### src/ntt_pkg.sv
// Shared widths, codes and reset values of the number theoretic transform.
package ntt_pkg;

	localparam int VAL_W     = 31;
	localparam int IDX_W     = 10;
	localparam int OP_W      = 2;
	localparam int LOGP_W    = 4;
	localparam int CFG_IDX_W = 2;

	localparam logic [OP_W-1:0] OP_LOAD = 2'd0;
	localparam logic [OP_W-1:0] OP_RUN  = 2'd1;
	localparam logic [OP_W-1:0] OP_READ = 2'd2;
	localparam logic [OP_W-1:0] OP_NOP  = 2'd3;

	localparam logic [CFG_IDX_W-1:0] CFG_MODULUS    = 2'd0;
	localparam logic [CFG_IDX_W-1:0] CFG_INVERSE    = 2'd1;
	localparam logic [CFG_IDX_W-1:0] CFG_LOG_POINTS = 2'd2;

	localparam logic [VAL_W-1:0]  MODULUS_RESET    = 31'd167772161;
	localparam logic [LOGP_W-1:0] LOG_POINTS_RESET = 4'd10;
	localparam logic [VAL_W-1:0]  GENERATOR        = 31'd3;
	localparam logic [VAL_W-1:0]  MIN_MODULUS      = 31'd3;

endpackage

### src/ntt_mulmod.sv
// Bit-serial modular multiplier: res = a * b mod p, one bit of b per cycle.
module ntt_mulmod (
	input  logic                      clk,
	input  logic                      arst_n,
	input  logic                      start,
	input  logic [ntt_pkg::VAL_W-1:0] a,
	input  logic [ntt_pkg::VAL_W-1:0] b,
	input  logic [ntt_pkg::VAL_W-1:0] p,
	output logic                      done,
	output logic [ntt_pkg::VAL_W-1:0] res
);

	localparam int VW = ntt_pkg::VAL_W;

	logic              busy_q;
	logic              done_q;
	logic [4:0]        cnt_q;
	logic [VW-1:0]     a_q;
	logic [VW-1:0]     b_q;
	logic [VW-1:0]     p_q;
	logic [VW:0]       p2_q;
	logic [VW-1:0]     r_q;
	logic [VW+1:0]     t;
	logic [VW+1:0]     t_p;
	logic [VW+1:0]     t_2p;
	logic [VW-1:0]     r_next;

	// The running remainder stays below p, so 2r + a is below 3p and one of
	// three candidates is the reduced value.
	always_comb begin
		t    = {1'b0, r_q, 1'b0} + (b_q[VW-1] ? {2'b00, a_q} : '0);
		t_p  = t - {2'b00, p_q};
		t_2p = t - {1'b0, p2_q};
		if (t >= {1'b0, p2_q}) begin
			r_next = VW'(t_2p);
		end else if (t >= {2'b00, p_q}) begin
			r_next = VW'(t_p);
		end else begin
			r_next = VW'(t);
		end
	end

	always_ff @(posedge clk or negedge arst_n) begin
		if (!arst_n) begin
			busy_q <= 1'b0;
			done_q <= 1'b0;
			cnt_q  <= '0;
		end else begin
			done_q <= 1'b0;
			if (start) begin
				busy_q <= 1'b1;
				cnt_q  <= 5'(VW - 1);
			end else if (busy_q) begin
				cnt_q <= cnt_q - 5'd1;
				if (cnt_q == '0) begin
					busy_q <= 1'b0;
					done_q <= 1'b1;
				end
			end
		end
	end

	always_ff @(posedge clk) begin
		if (start) begin
			a_q  <= a;
			b_q  <= b;
			p_q  <= p;
			p2_q <= {p, 1'b0};
			r_q  <= '0;
		end else if (busy_q) begin
			r_q <= r_next;
			b_q <= {b_q[VW-2:0], 1'b0};
		end
	end

	assign done = done_q;
	assign res  = r_q;

endmodule

### config.mk
export PLATFORM = sky130hd
export DESIGN_NAME = ntt_mulmod
export DESIGN_NICKNAME = d
export VERILOG_FILES = /design/src/ntt_pkg.sv /design/src/ntt_mulmod.sv
export SDC_FILE = /design/constraint.sdc
export NUM_CORES = 1
export LEC_CHECK = 0
export BUFFER_PORTS_ARGS = -buffer_cell sky130_fd_sc_hd__buf_2
export CELL_PAD_IN_SITES_DETAIL_PLACEMENT = 0
export CELL_PAD_IN_SITES_GLOBAL_PLACEMENT = 1
export CORE_UTILIZATION = 50
export CTS_BUF_LIST = sky130_fd_sc_hd__clkbuf_4 sky130_fd_sc_hd__clkbuf_8
export CTS_CLUSTER_DIAMETER = 150
export CTS_CLUSTER_SIZE = 25
export DETAILED_ROUTE_END_ITERATION = 10
export GPL_ROUTABILITY_DRIVEN = 0
export PLACE_DENSITY = 0.93
export REMOVE_ABC_BUFFERS = 1
export SYNTH_ARGS = -nofsm -noshare
export SYNTH_HDL_FRONTEND = slang
export SYNTH_SLANG_ARGS = --single-unit
### constraint.sdc
create_clock -name clk -period 12.31 [get_ports clk]
set_input_delay 0 -clock clk [delete_from_list [all_inputs] [get_ports clk]]
set_output_delay 0 -clock clk [all_outputs]
set_load 0.05 [all_outputs]
==> metrics.md <==
| Metric | Value |
|---|---|
| Status | complete, no violations |
| Main combinational cell family by area after synthesis | compound AO/OA/AOI/OAI gates |
| Fraction of layout cells with a size suffix above 1 | 16.3% |
| Post-synth top area cell | edfxtp_1 |
| CTS tree | yes |
| Synth Area in XOR/XNOR | 7.34% |
| Setup_tns | 0 ns |
| Multiplexer area fraction after synthesis | 4.08% |
| Fillers | 1674 |
| CP Buf/Inv Count | 0 |
| Max-cap violations | 0 |
| Post-CTS Setup Repair Bufs | 0 |
| Crit path cell chain | and2_1 -> ha_1 -> a211oi_1 -> o211ai_1 -> a21oi_1 -> o21ai_0 -> a31oi_1 -> o21ai_0 -> a31oi_1 -> xnor2_1 -> ha_1 -> and3_1 -> and4_1 -> and4_1 -> o311ai_1 -> nand3_1 -> o311ai_1 -> nand3b_1 -> nor2_1 -> nor3_1 -> o41ai_2 |
| Htree depth | 4 |
| Grt ovf | 0 |
| Setup Viol. Count Final | 0 |
| First-pass GRT wire length | 44400 um |
| Die ar. | 20600 um2 |
| Synth async-reset ratio | 5.34% |
| Hold Crit Class | primary input to register |
| RSZ-0062 raised after global routing | no |
| #FFs+latches synth | 131 |
| Clk_skew | 0.0291 ns |
| Drt first pass iters | 7 |
| Initial antenna violation count | 0 |
| Vias in the first global route | 8812 |
| Clock latency on the worst-skew pair | 0.50 ns |
| DR iter-0 viols | 751 |
| Util after Layout | 62.4% |
| Area Overhead vs Synth | 21.9% |
| Max Root-Sink Buffers | 2 |
| Final Max Slew Viols | 0 |
| CTS Sinks | 131 |
| ANT cells | 0 |
| Main synth FF type | edfxtp_1 |
| Final Cycle Share | 61.1% |
| CTS clk-pin slew, worst paths | 0.09 ns |
| Cts repair resizes | 0 |
| Average footprint of a synthesized cell | 9.34 um2 |
| Worst setup SP type | register |
| Synth Area in Simple Gates | 14.2% |
| Worst Path Arrival | 7.92 ns |
| Core Area | 19600 um2 |
| Setup crit end kind | register |
| Post-CTS Hold Buffers | 95 |
| Slowest stage delay, CP | 0.97 ns |
| Cell Pwr Density | 268 nW/um2 |
| Die Y | 144 um |
| Critical path fanouts, max | 31 |
| Most frequent cells in the layout | 126 x buf_2, 95 x dlygate4sd3_1, 94 x a21oi_1, 94 x ha_1, 93 x edfxtp_1 |
| Num ports | 128 |
| Post-synthesis compound-gate area fraction | 22.2% |
| Final Hold Fails | 0 |
| Row cnt | 51 |
| Sequential share of the synthesized area | 35.8% |
| VDD IR max | 116 uV |
| Routed length per instance | 18.4 um |
| CP delay by family, top | compound AO/OA/AOI/OAI gates |
| Fmax | 133 MHz |
| Slew margin rel. | 32.2% |
| Nets | 1477 |
| Width of the die | 144 um |
| Via Count | 9153 |
| Yosys cell types | 75 |
| Yosys top cell area share | 27.8% |
| CTS root buf | clkbuf_8 |
| EDFF count, synth | 93 |
| Port bufs | 127 |
| All-Layer GR Usage | 28.2% |
| Routed WL | 28700 um |
| Critical Path RT | 12.70 ns |
| Initial core utilization | 51.2% |
| Slowest cell on the critical path | edfxtp_1 |
| CTS buffer count | 17 |
| Mapped Cells | 1075 |
| Detailed Place HPWL | 20200 um |
| Vias/cell | 5.86 |
| Leakage | 5.35 nW |
| Final ANT Viol Nets | 0 |
| Largest cells by area after synthesis | edfxtp_1 28%, ha_1 12%, dfxtp_1 6.2%, xnor2_1 4.7%, a21oi_1 4.7% |
| Worst slew pin tran | 1.01 ns |
| Kind of critical path | register to register |
| Min Tclk post-route | 7.52 ns |
| Yosys warns | 0 |
| Drt drc | 0 |
| Most common cell after layout, fill and taps aside | buf_2 |
| Synthesized cell area | 10000 um2 |
| Largest net degree at the start of global routing | 70 |
| Synth Area in Adders | 12.3% |
==> Yosys cell counts, types with 6 or more instances <==
cell type and instances:
mux2_2 31, and3_1 11, nand4_1 14, buf_2 9, nor3_1 25, dfrtp_1 7, nand3_1 35, o21bai_1 8
inv_1 63, nor2_1 57, nand2b_1 15, o211ai_1 13, o31ai_1 9, edfxtp_1 93, xor2_1 27, a211oi_1 16
a31oi_1 16, ha_1 94, mux2i_1 6, xnor2_1 54, a21o_1 34, and2_1 35, dfxtp_1 31, o21ai_0 69
nand2_1 69, o21a_1 13, a311oi_1 8, clkbuf_1 22, a21oi_1 94
==> kinds of logic (layout without fill, tap and decap cells) <==
logic type,after synthesis,in the layout
compound gates,341,341
flops,131,131
mux,37,37
simple gates,285,285
buf+inv,102,324
fa+ha+maj,97,97
xor+xnor,82,82
==> where the power goes <==
group	switching, mW	internal [mW]
Sequential	0.0565	0.550
Clock	0.217	0.170
Combinational	1.40	0.880
Total	1.68	1.60
==> state kept, by name, indices dropped and copies added (netlist names) <==
signal,count
b_q,31
res,31
a_q,31
busy_q,1
done,1
cnt_q,5
p2_q,31
==> path summary, 6_finish.rpt <==
kind / from / to / slack, ns / cells after the start
min in group asynchronous: arst_n / cnt_q[3]$_DFFE_PN0P_ / 0.47 / 3
worst min register to register: res[14]$_SDFFE_PP0P_ / res[14]$_SDFFE_PP0P_ / 0.50 / 2
worst max-delay path: b_q[30]$_DFFE_PP_ / res[21]$_SDFFE_PP0P_ / 4.79 / 21
worst max register to register: b_q[30]$_DFFE_PP_ / res[21]$_SDFFE_PP0P_ / 4.79 / 21
max in group asynchronous: arst_n / done$_DFF_PN0_ / 11.57 / 3
worst min-delay path: start / cnt_q[0]$_DFFE_PN0P_ / 0.05 / 2
==> per-layer routing <==
layer	wire length [um]	share of wire, %	track usage, %	vias up
met3	1720	6.0	5.53	58
met2	13600	47	47.4	342
met4	752	2.6	9.63	0
met1	12600	44	36.2	4316
met5	0	0	0	-
li1	-	-	-	4437
==> layout make-up <==
class                      count  area [um2]  area share [%]
tap                          265         332            2.71
multi-input combinational    842        6040            49.4
clock buffer                  17         234            1.91
inverter                      65         244            2.00
clock inverter                15         166            1.36
timing repair buffer         227        1630            13.3
sequential                   131        3590            29.3
==> metrics by stage <==
step | hold slack, ns | total power, mW | worst slack [ns] | instances | area, um2
after floorplan | -0.296 | 2.29 | 6.90 | 1038 | 9870
after global routing | 0.0973 | 3.50 | 4.32 | 1562 | 12200
after global placement | -0.159 | 2.79 | 5.22 | 1435 | 10900
after detailed placement | -0.154 | 2.81 | 4.92 | 1435 | 10900
after CTS | 0.0682 | 3.23 | 4.86 | 1562 | 12200
final | 0.0522 | 3.28 | 4.79 | 1562 | 12200
==> worst reg2reg max path, stage by stage (launching register included) <==
cell      delay [ns]
edfxtp_1        0.97
and2_1          0.30
ha_1            0.26
a211oi_1        0.28
o211ai_1        0.15
a21oi_1         0.50
o21ai_0         0.33
a31oi_1         0.31
o21ai_0         0.21
a31oi_1         0.28
xnor2_1         0.24
ha_1            0.37
and3_1          0.20
and4_1          0.23
and4_1          0.23
o311ai_1        0.11
nand3_1         0.12
o311ai_1        0.33
nand3b_1        0.53
nor2_1          0.97
nor3_1          0.19
o41ai_2         0.33
Power figures use the tool's default switching activity.
